$ cat config.mk
export PLATFORM = sky130hd
export DESIGN_NAME = wheel_odometry_pose_update_core
export DESIGN_NICKNAME = d
export VERILOG_FILES = /design/src/rtl/odo_pkg.sv /design/src/rtl/odo_cordic.sv /design/src/rtl/odo_mac.sv /design/src/rtl/wheel_odometry_pose_update_core.sv
export VERILOG_INCLUDE_DIRS = /design/src /design/src/rtl
export SDC_FILE = /design/constraint.sdc
export NUM_CORES = 2
export LEC_CHECK = 0
export BUFFER_PORTS_ARGS = -buffer_cell sky130_fd_sc_hd__buf_2
export CORE_ASPECT_RATIO = 1.5
export CORE_MARGIN = 2
export CORE_UTILIZATION = 59
export DETAILED_ROUTE_END_ITERATION = 10
export PLACE_DENSITY = 0.87
export SKIP_CTS_REPAIR_TIMING = 1
export SYNTH_ARGS = -nofsm -noshare
export SYNTH_HDL_FRONTEND = slang
export SYNTH_SLANG_ARGS = --single-unit
$ cat constraint.sdc
create_clock -name clk -period 15 [get_ports clk]
set_input_delay 4.5 -clock clk [delete_from_list [all_inputs] [get_ports clk]]
set_output_delay 4.5 -clock clk [all_outputs]
set_load 0.01 [all_outputs]
$ cat src/rtl/assert_macros.svh
// Assertion helpers for the odometry block.
// ODO_ASSERT_CLK takes the clock and reset by name; ODO_ASSERT uses clk and rst_n.
`ifndef ASSERT_MACROS_SVH
`define ASSERT_MACROS_SVH

`define ODO_ASSERT_CLK(lbl, ck, rn, prop, msg) \
  lbl: assert property (@(posedge ck) disable iff (!rn) prop) else $error(msg);

`define ODO_ASSERT(lbl, prop, msg) `ODO_ASSERT_CLK(lbl, clk, rst_n, prop, msg)

`endif

$ cat src/rtl/odo_pkg.sv
// ----------------------------------------------------------------------------
// odo_pkg
// Shared widths, constants, CORDIC angle table and control types for the
// wheel odometry pose update core.
// ----------------------------------------------------------------------------
package odo_pkg;

  localparam int CORDIC_STEPS_DEF  = 16;
  localparam int POSITION_BITS_DEF = 48;

  localparam int WHEEL_W = 32;          // Q16.16 wheel distance
  localparam int DIFF_W  = WHEEL_W + 1; // wheel delta
  localparam int SUM_W   = WHEEL_W + 2; // sum of two deltas
  localparam int ANG_W   = 16;          // binary heading
  localparam int TS_W    = 16;          // Q4.12 time step
  localparam int OUT_W   = 48;          // Q32.16 position port

  localparam int TRIG_W  = 32;          // Q2.30 sin / cos
  localparam int DIG_W   = 16;          // multiplier digit of sin / cos
  localparam int MUL_A_W = 35;
  localparam int MUL_B_W = DIG_W + 1;
  localparam int PROD_W  = MUL_A_W + MUL_B_W;
  localparam int ACC_W   = 68;
  localparam int DELTA_W = 42;          // position increment

  localparam int ATAN_ENTRIES = 24;
  localparam int ATAN_IDX_W   = 5;
  localparam int XY_W         = 34;
  localparam int Z_W          = 34;

  localparam logic signed [TRIG_W-1:0] CORDIC_GAIN = 32'sh26DD3B6A;

  typedef struct packed {
    logic en;     // update accumulator
    logic clear;  // start a new product
    logic hi;     // upper digit, weight 2^16
  } mac_ctl_t;

  // atan(2^-i) in units of 2^32 per turn
  function automatic logic signed [TRIG_W-1:0] atan_turn(input logic [ATAN_IDX_W-1:0] idx);
    logic signed [TRIG_W-1:0] v;
    case (idx)
      5'd0:    v = 32'sh20000000;
      5'd1:    v = 32'sh12E4051E;
      5'd2:    v = 32'sh09FB385B;
      5'd3:    v = 32'sh051111D4;
      5'd4:    v = 32'sh028B0D43;
      5'd5:    v = 32'sh0145D7E1;
      5'd6:    v = 32'sh00A2F61E;
      5'd7:    v = 32'sh00517C55;
      5'd8:    v = 32'sh0028BE53;
      5'd9:    v = 32'sh00145F2F;
      5'd10:   v = 32'sh000A2F98;
      5'd11:   v = 32'sh000517CC;
      5'd12:   v = 32'sh00028BE6;
      5'd13:   v = 32'sh000145F3;
      5'd14:   v = 32'sh0000A2FA;
      5'd15:   v = 32'sh0000517D;
      5'd16:   v = 32'sh000028BE;
      5'd17:   v = 32'sh0000145F;
      5'd18:   v = 32'sh00000A30;
      5'd19:   v = 32'sh00000518;
      5'd20:   v = 32'sh0000028C;
      5'd21:   v = 32'sh00000146;
      5'd22:   v = 32'sh000000A3;
      5'd23:   v = 32'sh00000051;
      default: v = '0;
    endcase
    return v;
  endfunction

endpackage

$ cat src/rtl/odo_cordic.sv
// ----------------------------------------------------------------------------
// odo_cordic
// Rotation-mode CORDIC, one iteration per cycle. Produces Q2.30 sin and cos
// of a 16-bit binary angle, folded into the right half plane.
// ----------------------------------------------------------------------------
module odo_cordic #(
  parameter int CORDIC_STEPS = odo_pkg::CORDIC_STEPS_DEF
) (
  input  logic                                   clk,
  input  logic                                   rst_n,
  input  logic                                   start,
  input  logic [odo_pkg::ANG_W-1:0]              heading,
  output logic                                   done,
  output logic signed [odo_pkg::TRIG_W-1:0]      sin_out,
  output logic signed [odo_pkg::TRIG_W-1:0]      cos_out
);

  localparam int NSTEP = (CORDIC_STEPS > odo_pkg::ATAN_ENTRIES) ?
                         odo_pkg::ATAN_ENTRIES : CORDIC_STEPS;
  localparam int CNT_W = $clog2(NSTEP);

  logic                             busy_r;
  logic                             fin_r;
  logic                             done_r;
  logic                             neg_r;
  logic [CNT_W-1:0]                 cnt_r;
  logic signed [odo_pkg::XY_W-1:0]  x_r;
  logic signed [odo_pkg::XY_W-1:0]  y_r;
  logic signed [odo_pkg::Z_W-1:0]   z_r;
  logic signed [odo_pkg::TRIG_W-1:0] sin_r;
  logic signed [odo_pkg::TRIG_W-1:0] cos_r;

  logic                             last_iter;
  logic signed [odo_pkg::XY_W-1:0]  x_sh;
  logic signed [odo_pkg::XY_W-1:0]  y_sh;
  logic signed [odo_pkg::Z_W-1:0]   atan_z;
  logic                             fold;
  logic [2*odo_pkg::ANG_W-1:0]      ang;
  logic [2*odo_pkg::ANG_W-1:0]      ang_fold;

  assign last_iter = busy_r && (cnt_r == CNT_W'(NSTEP - 1));
  assign x_sh      = x_r >>> cnt_r;
  assign y_sh      = y_r >>> cnt_r;
  assign atan_z    = odo_pkg::Z_W'(odo_pkg::atan_turn(odo_pkg::ATAN_IDX_W'(cnt_r)));

  // Angles in the left half plane: rotate by half a turn, negate results.
  assign ang      = {heading, {odo_pkg::ANG_W{1'b0}}};
  assign fold     = heading[odo_pkg::ANG_W-1] ^ heading[odo_pkg::ANG_W-2];
  assign ang_fold = fold ? {~ang[2*odo_pkg::ANG_W-1], ang[2*odo_pkg::ANG_W-2:0]} : ang;

  always_ff @(posedge clk) begin
    if (!rst_n) begin
      busy_r <= 1'b0;
      fin_r  <= 1'b0;
      done_r <= 1'b0;
    end else begin
      done_r <= fin_r;
      fin_r  <= last_iter;
      if (start) begin
        busy_r <= 1'b1;
      end else if (last_iter) begin
        busy_r <= 1'b0;
      end
    end
  end

  always_ff @(posedge clk) begin
    if (start) begin
      cnt_r <= '0;
      neg_r <= fold;
      x_r   <= odo_pkg::XY_W'(odo_pkg::CORDIC_GAIN);
      y_r   <= '0;
      z_r   <= odo_pkg::Z_W'(signed'(ang_fold));
    end else if (busy_r) begin
      cnt_r <= cnt_r + CNT_W'(1);
      if (!z_r[odo_pkg::Z_W-1]) begin
        x_r <= x_r - y_sh;
        y_r <= y_r + x_sh;
        z_r <= z_r - atan_z;
      end else begin
        x_r <= x_r + y_sh;
        y_r <= y_r - x_sh;
        z_r <= z_r + atan_z;
      end
    end
    if (fin_r) begin
      sin_r <= odo_pkg::TRIG_W'(neg_r ? -y_r : y_r);
      cos_r <= odo_pkg::TRIG_W'(neg_r ? -x_r : x_r);
    end
  end

  assign done    = done_r;
  assign sin_out = sin_r;
  assign cos_out = cos_r;

endmodule

$ cat src/rtl/odo_mac.sv
// ----------------------------------------------------------------------------
// odo_mac
// Shared signed multiply-accumulate: a 35 x 17 bit product per cycle, added
// into a wide accumulator at weight 1 or 2^16. Wide products take two passes.
// ----------------------------------------------------------------------------
module odo_mac (
  input  logic                                  clk,
  input  odo_pkg::mac_ctl_t                     ctl,
  input  logic signed [odo_pkg::MUL_A_W-1:0]    op_a,
  input  logic signed [odo_pkg::MUL_B_W-1:0]    op_b,
  output logic signed [odo_pkg::ACC_W-1:0]      acc
);

  logic signed [odo_pkg::ACC_W-1:0]  acc_r;
  logic signed [odo_pkg::PROD_W-1:0] prod;
  logic signed [odo_pkg::ACC_W-1:0]  prod_ext;
  logic signed [odo_pkg::ACC_W-1:0]  addend;
  logic signed [odo_pkg::ACC_W-1:0]  base;

  assign prod     = op_a * op_b;
  assign prod_ext = odo_pkg::ACC_W'(prod);
  assign addend   = ctl.hi ? (prod_ext <<< odo_pkg::DIG_W) : prod_ext;
  assign base     = ctl.clear ? '0 : acc_r;

  always_ff @(posedge clk) begin
    if (ctl.en) begin
      acc_r <= base + addend;
    end
  end

  assign acc = acc_r;

endmodule

$ cat src/rtl/wheel_odometry_pose_update_core.sv
// ----------------------------------------------------------------------------
// wheel_odometry_pose_update_core
// Tracking-wheel odometry: wheel deltas rotated by the heading into a
// saturating global X/Y position.
// ----------------------------------------------------------------------------
// Usage:
//   Input channel (in_valid / in_stall) carries one sample: three wheel
//   distances, a binary heading and a time step. Output channel
//   (out_valid / out_stall) returns the updated X/Y position, one result
//   per sample. cfg_wr_en / cfg_wr_data set the mode; the user must write it
//   only while idle, and the block itself does not enforce this. A sample
//   runs the CORDIC for min(CORDIC_STEPS, 24) iterations, then the shared
//   multiplier (mode 0: four 2-digit products; mode 1: two 2-digit products,
//   then the two time-step products in a single pass each), then the
//   saturation state. No new sample is taken until the result of the last
//   one is transferred: in_stall stays high from the input transfer until
//   the result transfer. A stalled result holds its value. Reset clears the
//   mode, the kept wheel readings and the position to zero.
// ----------------------------------------------------------------------------
`include "assert_macros.svh"

module wheel_odometry_pose_update_core #(
  parameter int CORDIC_STEPS  = odo_pkg::CORDIC_STEPS_DEF,
  parameter int POSITION_BITS = odo_pkg::POSITION_BITS_DEF
) (
  input  logic                                  clk,
  input  logic                                  rst_n,
  input  logic                                  cfg_wr_en,
  input  logic                                  cfg_wr_data,
  input  logic                                  in_valid,
  output logic                                  in_stall,
  input  logic signed [odo_pkg::WHEEL_W-1:0]    in_left_wheel,
  input  logic signed [odo_pkg::WHEEL_W-1:0]    in_right_wheel,
  input  logic signed [odo_pkg::WHEEL_W-1:0]    in_tracking_wheel,
  input  logic [odo_pkg::ANG_W-1:0]             in_heading,
  input  logic [odo_pkg::TS_W-1:0]              in_time_step,
  output logic                                  out_valid,
  input  logic                                  out_stall,
  output logic signed [odo_pkg::OUT_W-1:0]      out_x_position,
  output logic signed [odo_pkg::OUT_W-1:0]      out_y_position
);

  localparam int SW = ((POSITION_BITS > odo_pkg::DELTA_W) ?
                       POSITION_BITS : odo_pkg::DELTA_W) + 1;
  localparam int EW = (POSITION_BITS > odo_pkg::OUT_W) ? POSITION_BITS : odo_pkg::OUT_W;
  localparam logic signed [SW-1:0] POS_MAX = (SW'(1) <<< (POSITION_BITS - 1)) - SW'(1);
  localparam logic signed [SW-1:0] POS_MIN = -POS_MAX - SW'(1);
  localparam logic signed [odo_pkg::ACC_W-1:0] RND30 = odo_pkg::ACC_W'(1) <<< 29;
  localparam logic signed [odo_pkg::ACC_W-1:0] RND12 = odo_pkg::ACC_W'(1) <<< 11;

  // Product schedule, indexed by op_cnt_r[3:1]; op_cnt_r[0] picks the pass.
  localparam logic [2:0] PR0_FS  = 3'd0;  // fwd * sin
  localparam logic [2:0] PR0_DC  = 3'd1;  // side * cos
  localparam logic [2:0] PR0_FC  = 3'd2;  // fwd * cos
  localparam logic [2:0] PR0_DS  = 3'd3;  // side * sin
  localparam logic [2:0] PR0_END = 3'd4;
  localparam logic [2:0] PR1_FS  = 3'd0;  // fwd * sin
  localparam logic [2:0] PR1_FC  = 3'd1;  // fwd * cos
  localparam logic [2:0] PR1_TS  = 3'd2;  // both rounded products * time step
  localparam logic [2:0] PR1_END = 3'd3;

  typedef enum logic [4:0] {
    ST_IDLE   = 5'b00001,
    ST_CORDIC = 5'b00010,
    ST_MUL    = 5'b00100,
    ST_SAT    = 5'b01000,
    ST_OUT    = 5'b10000
  } state_t;

  state_t                                state_r, state_nxt;
  logic                                  mode_r;
  logic [3:0]                            op_cnt_r;
  logic signed [odo_pkg::WHEEL_W-1:0]    last_left_r, last_right_r, last_track_r;
  logic signed [odo_pkg::DIFF_W-1:0]     fwd_r, dt_r;
  logic [odo_pkg::TS_W-1:0]              ts_r;
  logic signed [odo_pkg::MUL_A_W-1:0]    r_r, r_nxt;
  logic signed [odo_pkg::DELTA_W-1:0]    dx_r, dx_nxt, dy_r, dy_nxt;
  logic signed [POSITION_BITS-1:0]       x_acc_r, y_acc_r;

  logic                                  in_xfer;
  logic signed [odo_pkg::DIFF_W-1:0]     dl, dr, dt;
  logic signed [odo_pkg::SUM_W-1:0]      dsum;
  logic                                  cor_done;
  logic signed [odo_pkg::TRIG_W-1:0]     cor_sin, cor_cos;
  odo_pkg::mac_ctl_t                     mac_ctl;
  logic signed [odo_pkg::MUL_A_W-1:0]    mac_a;
  logic signed [odo_pkg::MUL_B_W-1:0]    mac_b;
  logic signed [odo_pkg::ACC_W-1:0]      mac_acc;
  logic signed [odo_pkg::ACC_W-1:0]      rq_full, r12_full;
  logic signed [odo_pkg::MUL_B_W-1:0]    s_dig, c_dig, ts_b;
  logic signed [odo_pkg::MUL_A_W-1:0]    fwd_a, dt_a;
  logic                                  half;
  logic [2:0]                            prod_idx;
  logic                                  mul_last;
  logic signed [EW-1:0]                  x_ext, y_ext;

  function automatic logic signed [POSITION_BITS-1:0] sat_add(
    input logic signed [POSITION_BITS-1:0]   acc,
    input logic signed [odo_pkg::DELTA_W-1:0] d
  );
    logic signed [SW-1:0] sum;
    sum = SW'(acc) + SW'(d);
    if (sum > POS_MAX) begin
      return POSITION_BITS'(POS_MAX);
    end else if (sum < POS_MIN) begin
      return POSITION_BITS'(POS_MIN);
    end
    return POSITION_BITS'(sum);
  endfunction

  assign in_stall  = (state_r != ST_IDLE);
  assign in_xfer   = in_valid && !in_stall;
  assign out_valid = (state_r == ST_OUT);

  assign dl   = odo_pkg::DIFF_W'(in_left_wheel) - odo_pkg::DIFF_W'(last_left_r);
  assign dr   = odo_pkg::DIFF_W'(in_right_wheel) - odo_pkg::DIFF_W'(last_right_r);
  assign dt   = odo_pkg::DIFF_W'(in_tracking_wheel) - odo_pkg::DIFF_W'(last_track_r);
  assign dsum = odo_pkg::SUM_W'(dl) + odo_pkg::SUM_W'(dr);

  odo_cordic #(
    .CORDIC_STEPS(CORDIC_STEPS)
  ) u_cordic (
    .clk     (clk),
    .rst_n   (rst_n),
    .start   (in_xfer),
    .heading (in_heading),
    .done    (cor_done),
    .sin_out (cor_sin),
    .cos_out (cor_cos)
  );

  odo_mac u_mac (
    .clk  (clk),
    .ctl  (mac_ctl),
    .op_a (mac_a),
    .op_b (mac_b),
    .acc  (mac_acc)
  );

  // Round a Q2.30 product to Q16.16, and a Q4.12 time product to Q16.16.
  assign rq_full  = (mac_acc + RND30) >>> 30;
  assign r12_full = (mac_acc + RND12) >>> 12;

  assign half     = op_cnt_r[0];
  assign prod_idx = op_cnt_r[3:1];
  assign s_dig    = half ? {cor_sin[odo_pkg::TRIG_W-1], cor_sin[odo_pkg::TRIG_W-1:odo_pkg::DIG_W]}
                         : {1'b0, cor_sin[odo_pkg::DIG_W-1:0]};
  assign c_dig    = half ? {cor_cos[odo_pkg::TRIG_W-1], cor_cos[odo_pkg::TRIG_W-1:odo_pkg::DIG_W]}
                         : {1'b0, cor_cos[odo_pkg::DIG_W-1:0]};
  assign ts_b     = {1'b0, ts_r};
  assign fwd_a    = odo_pkg::MUL_A_W'(fwd_r);
  assign dt_a     = odo_pkg::MUL_A_W'(dt_r);

  always_comb begin
    mac_ctl  = '0;
    mac_a    = '0;
    mac_b    = '0;
    r_nxt    = r_r;
    dx_nxt   = dx_r;
    dy_nxt   = dy_r;
    mul_last = 1'b0;
    if (state_r == ST_MUL) begin
      if (!mode_r) begin
        // Each product: low digit clears, high digit accumulates at 2^16.
        // The previous product is consumed on the next low pass.
        mac_ctl.en    = 1'b1;
        mac_ctl.clear = !half;
        mac_ctl.hi    = half;
        case (prod_idx)
          PR0_FS: begin
            mac_a = fwd_a;
            mac_b = s_dig;
          end
          PR0_DC: begin
            mac_a = dt_a;
            mac_b = c_dig;
            if (!half) begin
              dx_nxt = odo_pkg::DELTA_W'(rq_full);
            end
          end
          PR0_FC: begin
            mac_a = fwd_a;
            mac_b = c_dig;
            if (!half) begin
              dx_nxt = dx_r + odo_pkg::DELTA_W'(rq_full);
            end
          end
          PR0_DS: begin
            mac_a = dt_a;
            mac_b = s_dig;
            if (!half) begin
              dy_nxt = odo_pkg::DELTA_W'(rq_full);
            end
          end
          PR0_END: begin
            mac_ctl  = '0;
            dy_nxt   = dy_r - odo_pkg::DELTA_W'(rq_full);
            mul_last = 1'b1;
          end
          default: begin
            mac_ctl  = '0;
            mul_last = 1'b1;
          end
        endcase
      end else begin
        case (prod_idx)
          PR1_FS: begin
            mac_ctl.en    = 1'b1;
            mac_ctl.clear = !half;
            mac_ctl.hi    = half;
            mac_a         = fwd_a;
            mac_b         = s_dig;
          end
          PR1_FC: begin
            mac_ctl.en    = 1'b1;
            mac_ctl.clear = !half;
            mac_ctl.hi    = half;
            mac_a         = fwd_a;
            mac_b         = c_dig;
            if (!half) begin
              r_nxt = odo_pkg::MUL_A_W'(rq_full);
            end
          end
          PR1_TS: begin
            // Single pass each: X first, then Y while X is consumed.
            mac_ctl.en    = 1'b1;
            mac_ctl.clear = 1'b1;
            mac_a         = r_r;
            mac_b         = ts_b;
            if (!half) begin
              r_nxt = odo_pkg::MUL_A_W'(rq_full);
            end else begin
              dx_nxt = odo_pkg::DELTA_W'(r12_full);
            end
          end
          PR1_END: begin
            dy_nxt   = odo_pkg::DELTA_W'(r12_full);
            mul_last = 1'b1;
          end
          default: begin
            mul_last = 1'b1;
          end
        endcase
      end
    end
  end

  always_comb begin
    state_nxt = state_r;
    case (state_r)
      ST_IDLE: begin
        if (in_xfer) begin
          state_nxt = ST_CORDIC;
        end
      end
      ST_CORDIC: begin
        if (cor_done) begin
          state_nxt = ST_MUL;
        end
      end
      ST_MUL: begin
        if (mul_last) begin
          state_nxt = ST_SAT;
        end
      end
      ST_SAT: begin
        state_nxt = ST_OUT;
      end
      ST_OUT: begin
        if (!out_stall) begin
          state_nxt = ST_IDLE;
        end
      end
      default: begin
        state_nxt = ST_IDLE;
      end
    endcase
  end

  always_ff @(posedge clk) begin
    if (!rst_n) begin
      state_r      <= ST_IDLE;
      mode_r       <= 1'b0;
      op_cnt_r     <= '0;
      last_left_r  <= '0;
      last_right_r <= '0;
      last_track_r <= '0;
      x_acc_r      <= '0;
      y_acc_r      <= '0;
    end else begin
      state_r <= state_nxt;
      if (cfg_wr_en) begin
        mode_r <= cfg_wr_data;
      end
      if (state_r == ST_MUL) begin
        op_cnt_r <= op_cnt_r + 4'd1;
      end else begin
        op_cnt_r <= '0;
      end
      if (in_xfer) begin
        last_left_r  <= in_left_wheel;
        last_right_r <= in_right_wheel;
        last_track_r <= in_tracking_wheel;
      end
      if (state_r == ST_SAT) begin
        x_acc_r <= sat_add(x_acc_r, dx_r);
        y_acc_r <= sat_add(y_acc_r, dy_r);
      end
    end
  end

  always_ff @(posedge clk) begin
    if (in_xfer) begin
      fwd_r <= odo_pkg::DIFF_W'(dsum >>> 1);
      dt_r  <= dt;
      ts_r  <= in_time_step;
    end
    r_r  <= r_nxt;
    dx_r <= dx_nxt;
    dy_r <= dy_nxt;
  end

  assign x_ext          = EW'(x_acc_r);
  assign y_ext          = EW'(y_acc_r);
  assign out_x_position = x_ext[odo_pkg::OUT_W-1:0];
  assign out_y_position = y_ext[odo_pkg::OUT_W-1:0];

  `ODO_ASSERT(a_no_accept_with_result, out_valid |-> in_stall, "input taken while result pending")
  `ODO_ASSERT(a_accept_starts_cordic, in_xfer |=> (state_r == ST_CORDIC), "transfer did not start CORDIC")
  `ODO_ASSERT(a_cordic_done_in_phase, cor_done |-> (state_r == ST_CORDIC), "CORDIC finished outside its phase")
  `ODO_ASSERT(a_mac_only_in_mul, mac_ctl.en |-> (state_r == ST_MUL), "multiplier active outside multiply phase")

endmodule

==> results.md <==
- Status: completed
- Hold Path Depth: 2
- Fin crit period: roughly 13 ns
- CTS tree: yes
- Register area share after synthesis: 22.6%
- Ranking of synthesized cells by area: fa_1, edfxtp_1, ha_1, dfxtp_1, a21oi_1
- GPL Wtd Cong: 1.02
- Residual DRC count: 0
- Switching share of total power: roughly 45%
- CP endpoint kind: flip-flop
- Synthesis Warnings: 0
- Clk Latency, worst-skew pair: roughly 0.74 ns
- Hold EP: last_track_r[5]$_SDFFE_PN0P_
- Total global routing overflow: 0
- Internal Power: 6.22 mW
- HPWL Detailed: between 200 and 250 mm
- DRT Wirelength: about 260 mm
- Drt wl/cell: around 24 um
- R2r setup slk: roughly 1.7 ns
- Max-slew violations: 0
- DP Cell Count: 10500
- Setup violators final: 0
- PortBufs: about 230
- Die Area: 132000 um^2
- Synth area leader: fa_1
- Peak supply drop: 0.249 mV
- # rows: roughly 160
- Seq pwr share: between 20% and 30%
- Largest net degree at the start of global routing: between 100 and 150
- Fraction of registers with async set/reset: 0%
- Final worst slack: between 1.5 and 2 ns
- Worst R2R Path Depth: 45
- Overall Global Routing Usage: about 40%
- Initial Util: about three fifths
- H-tree depth: 3
- Worst-margin pin slew: approximately 1.4 ns
- Setup tns final: 0 ns
- Rel. slew slack: 5.09%
- Share of the synthesized area in the top cell type: 16.9%
- PwrDens: about 140 nW/um^2
- Post-Place Cell Area: approximately 80000 um^2
- Ys flop type: edfxtp_1
- CP max stage cell: nor2_2
- Power share of the clock group: about 18%
- Core Box Area: 128000 um^2
- Die Span Y: between 400 and 500 um
- Die W: between 200 and 300 um
- Post-synthesis cell type count: 95
- Final Hold Fails: 0
- Via count: a little under 70000
- Fin nets: 10200
- CTS Sinks: between 600 and 700
- Total nets after synthesis: approximately 10000
- Most common cell in the netlist: nand2_1
- Area grow syn2layout: 6.96%
- Global-route wire length before repair: 393 mm
- Logic pwr share: 56.3%
- FF+latch count, synth: approximately 680
- CP arrival: about 14 ns
- Dpl ws: 2.10 ns
- Netlist Area Pre-Place: 76100 um^2
- Total power: around 11 mW
- FF-to-FF End: u_mac.acc[64]$_DFFE_PP_
- Drt via density: 6.35
- ANT nets after route: 0
- Pre-Repair DR Iteration Count: 7
- DR iter-0 viols: ~6600
- Layout cells sized above 1: 7.33%
- Fmax: approximately 75 MHz
- Final Non-Filler Cells: between 10000 and 15000
- Startpoint types: flip-flop
- Critical Path Fanout Max: 16
- Delay of the slowest cell on the worst path: approximately 0.79 ns
- Post-synth top cells: nand2_1, inv_1, a21oi_1
- Worst Hold Class: reg2reg
- Fin Clk Skew: 0.0407 ns
- Hold Crit Start: last_track_r[5]$_SDFFE_PN0P_
- Net Sw Power: 5.00 mW
- Cells after Synth: ~8900
- Required time worst endpoint: ~15 ns
- Clock buffer depth: 3
- CTS clk-pin slew, worst paths: about 0.060 ns
- Max-Cap Viols: 0
- Total CTS buffers: between 70 and 80
- RSZ-0062 raised after global routing: no
- Number of global-route vias before repair: 68300
- R2r startpoint: state_r[3]$_SDFFE_PN0P_
- Finished Cell Area: a little over 80000 um^2
- Kind of critical path: reg2reg
- Antenna violations before repair: 46
- Synthesized area per cell: around 8.5 um^2
- Number of flops mapped to enable cells by yosys: approximately 370
- Filler cells: about 11000
- Top Ports: 232
- Final period utilization: 88.8%
- Pleak: 36.3 nW
- CTS root buf: clkbuf_16
how the worst max path moves through the flow:
stage | startpoint | endpoint | depth (start not counted)
6_report | state_r[3]$_SDFFE_PN0P_ | u_mac.acc[64]$_DFFE_PP_ | 45
5_1_grt | op_cnt_r[2]$_SDFF_PN0_ | u_mac.acc[64]$_DFFE_PP_ | 40
4_1_cts | op_cnt_r[2]$_SDFF_PN0_ | u_mac.acc[64]$_DFFE_PP_ | 43
3_5_place_dp | state_r[3]$_SDFFE_PN0P_ | u_mac.acc[64]$_DFFE_PP_ | 42
3_3_place_gp | op_cnt_r[2]$_SDFF_PN0_ | u_mac.acc[64]$_DFFE_PP_ | 46
2_1_floorplan | state_r[3]$_SDFFE_PN0P_ | u_mac.acc[64]$_DFFE_PP_ | 44
metal layers:
layer | wire, um | GRT usage [%] | share of wire, %
met5 | 110 | 0 | 0.042
met4 | 28900 | 36.3 | 11
met3 | 21300 | 7.83 | 8.1
met1 | 85300 | 40.0 | 33
met2 | 126000 | 66.4 | 48
flip-flops by register name (all words and copies together) (netlist names), 33 cells and up:
name,count
dt_r,33
dy_r,42
dx_r,42
fwd_r,33
out_x_position,48
r_r,35
u_cordic.x_r,34
u_cordic.z_r,34
u_cordic.y_r,34
out_y_position,48
u_mac.acc,68
cells in the final DEF (no fill, tap or decap), types with 87 or more instances in the layout:
cell        n
buf_4     110
xor2_1    240
xnor2_1   400
dfxtp_1   298
buf_2     231
nand2_1   956
nor2b_1    91
inv_1     899
nor2_1    790
and3_1     87
a21o_1    248
fa_1      641
nand3_1   142
o21ai_0   562
edfxtp_1  368
and2_1    117
a211oi_1  117
ha_1      549
nor3_1     89
a21oi_1   827
mux2i_1   136
cells by family after synthesis:
kind of cell,share of synthesized area (%)
compound gates,18.5
xor+xnor,7.43
fa+ha+maj,25.9
buf+inv,6.83
flops,22.6
mux,3.95
simple gates,14.8
power groups by stage:
stage	Sequential, mW	Clock (mW)	Combinational, mW
after floorplan	2.60	0	4.98
after global placement	2.85	0	5.90
after detailed placement	2.87	0	6.13
after CTS	2.83	2.04	6.19
after global routing	2.87	2.11	6.93
final	2.86	2.04	6.31
through the flow:
step	hold WS (ns)	util, %
2_1_floorplan	0.436	-
6_report	0.457	63.5
3_5_place_dp	0.447	61.4
4_1_cts	0.456	63.5
5_1_grt	0.468	63.5
3_3_place_gp	0.441	61.4
final cells by class:
type	count	area [um^2]	area share [%]
multi-input combinational	6895	53900	66.3
sequential	675	17200	21.1
inverter	904	3400	4.18
tap	1711	2140	2.63
clock buffer	94	2070	2.55
timing repair buffer	342	1990	2.45
clock inverter	48	557	0.684
antenna	36	90.1	0.111
critical path, delay by kind of cell (launching register included):
family / cells / cell delay [ns]
AO/OA/AOI/OAI: 17 / 4.17
adder cells (fa/ha/maj): 8 / 3.96
AND/OR/NAND/NOR: 11 / 3.07
buffers and inverters: 7 / 1.22
flip-flops: 1 / 0.34
XOR/XNOR: 2 / 0.26
No activity file was read; power rests on OpenSTA's default activity.
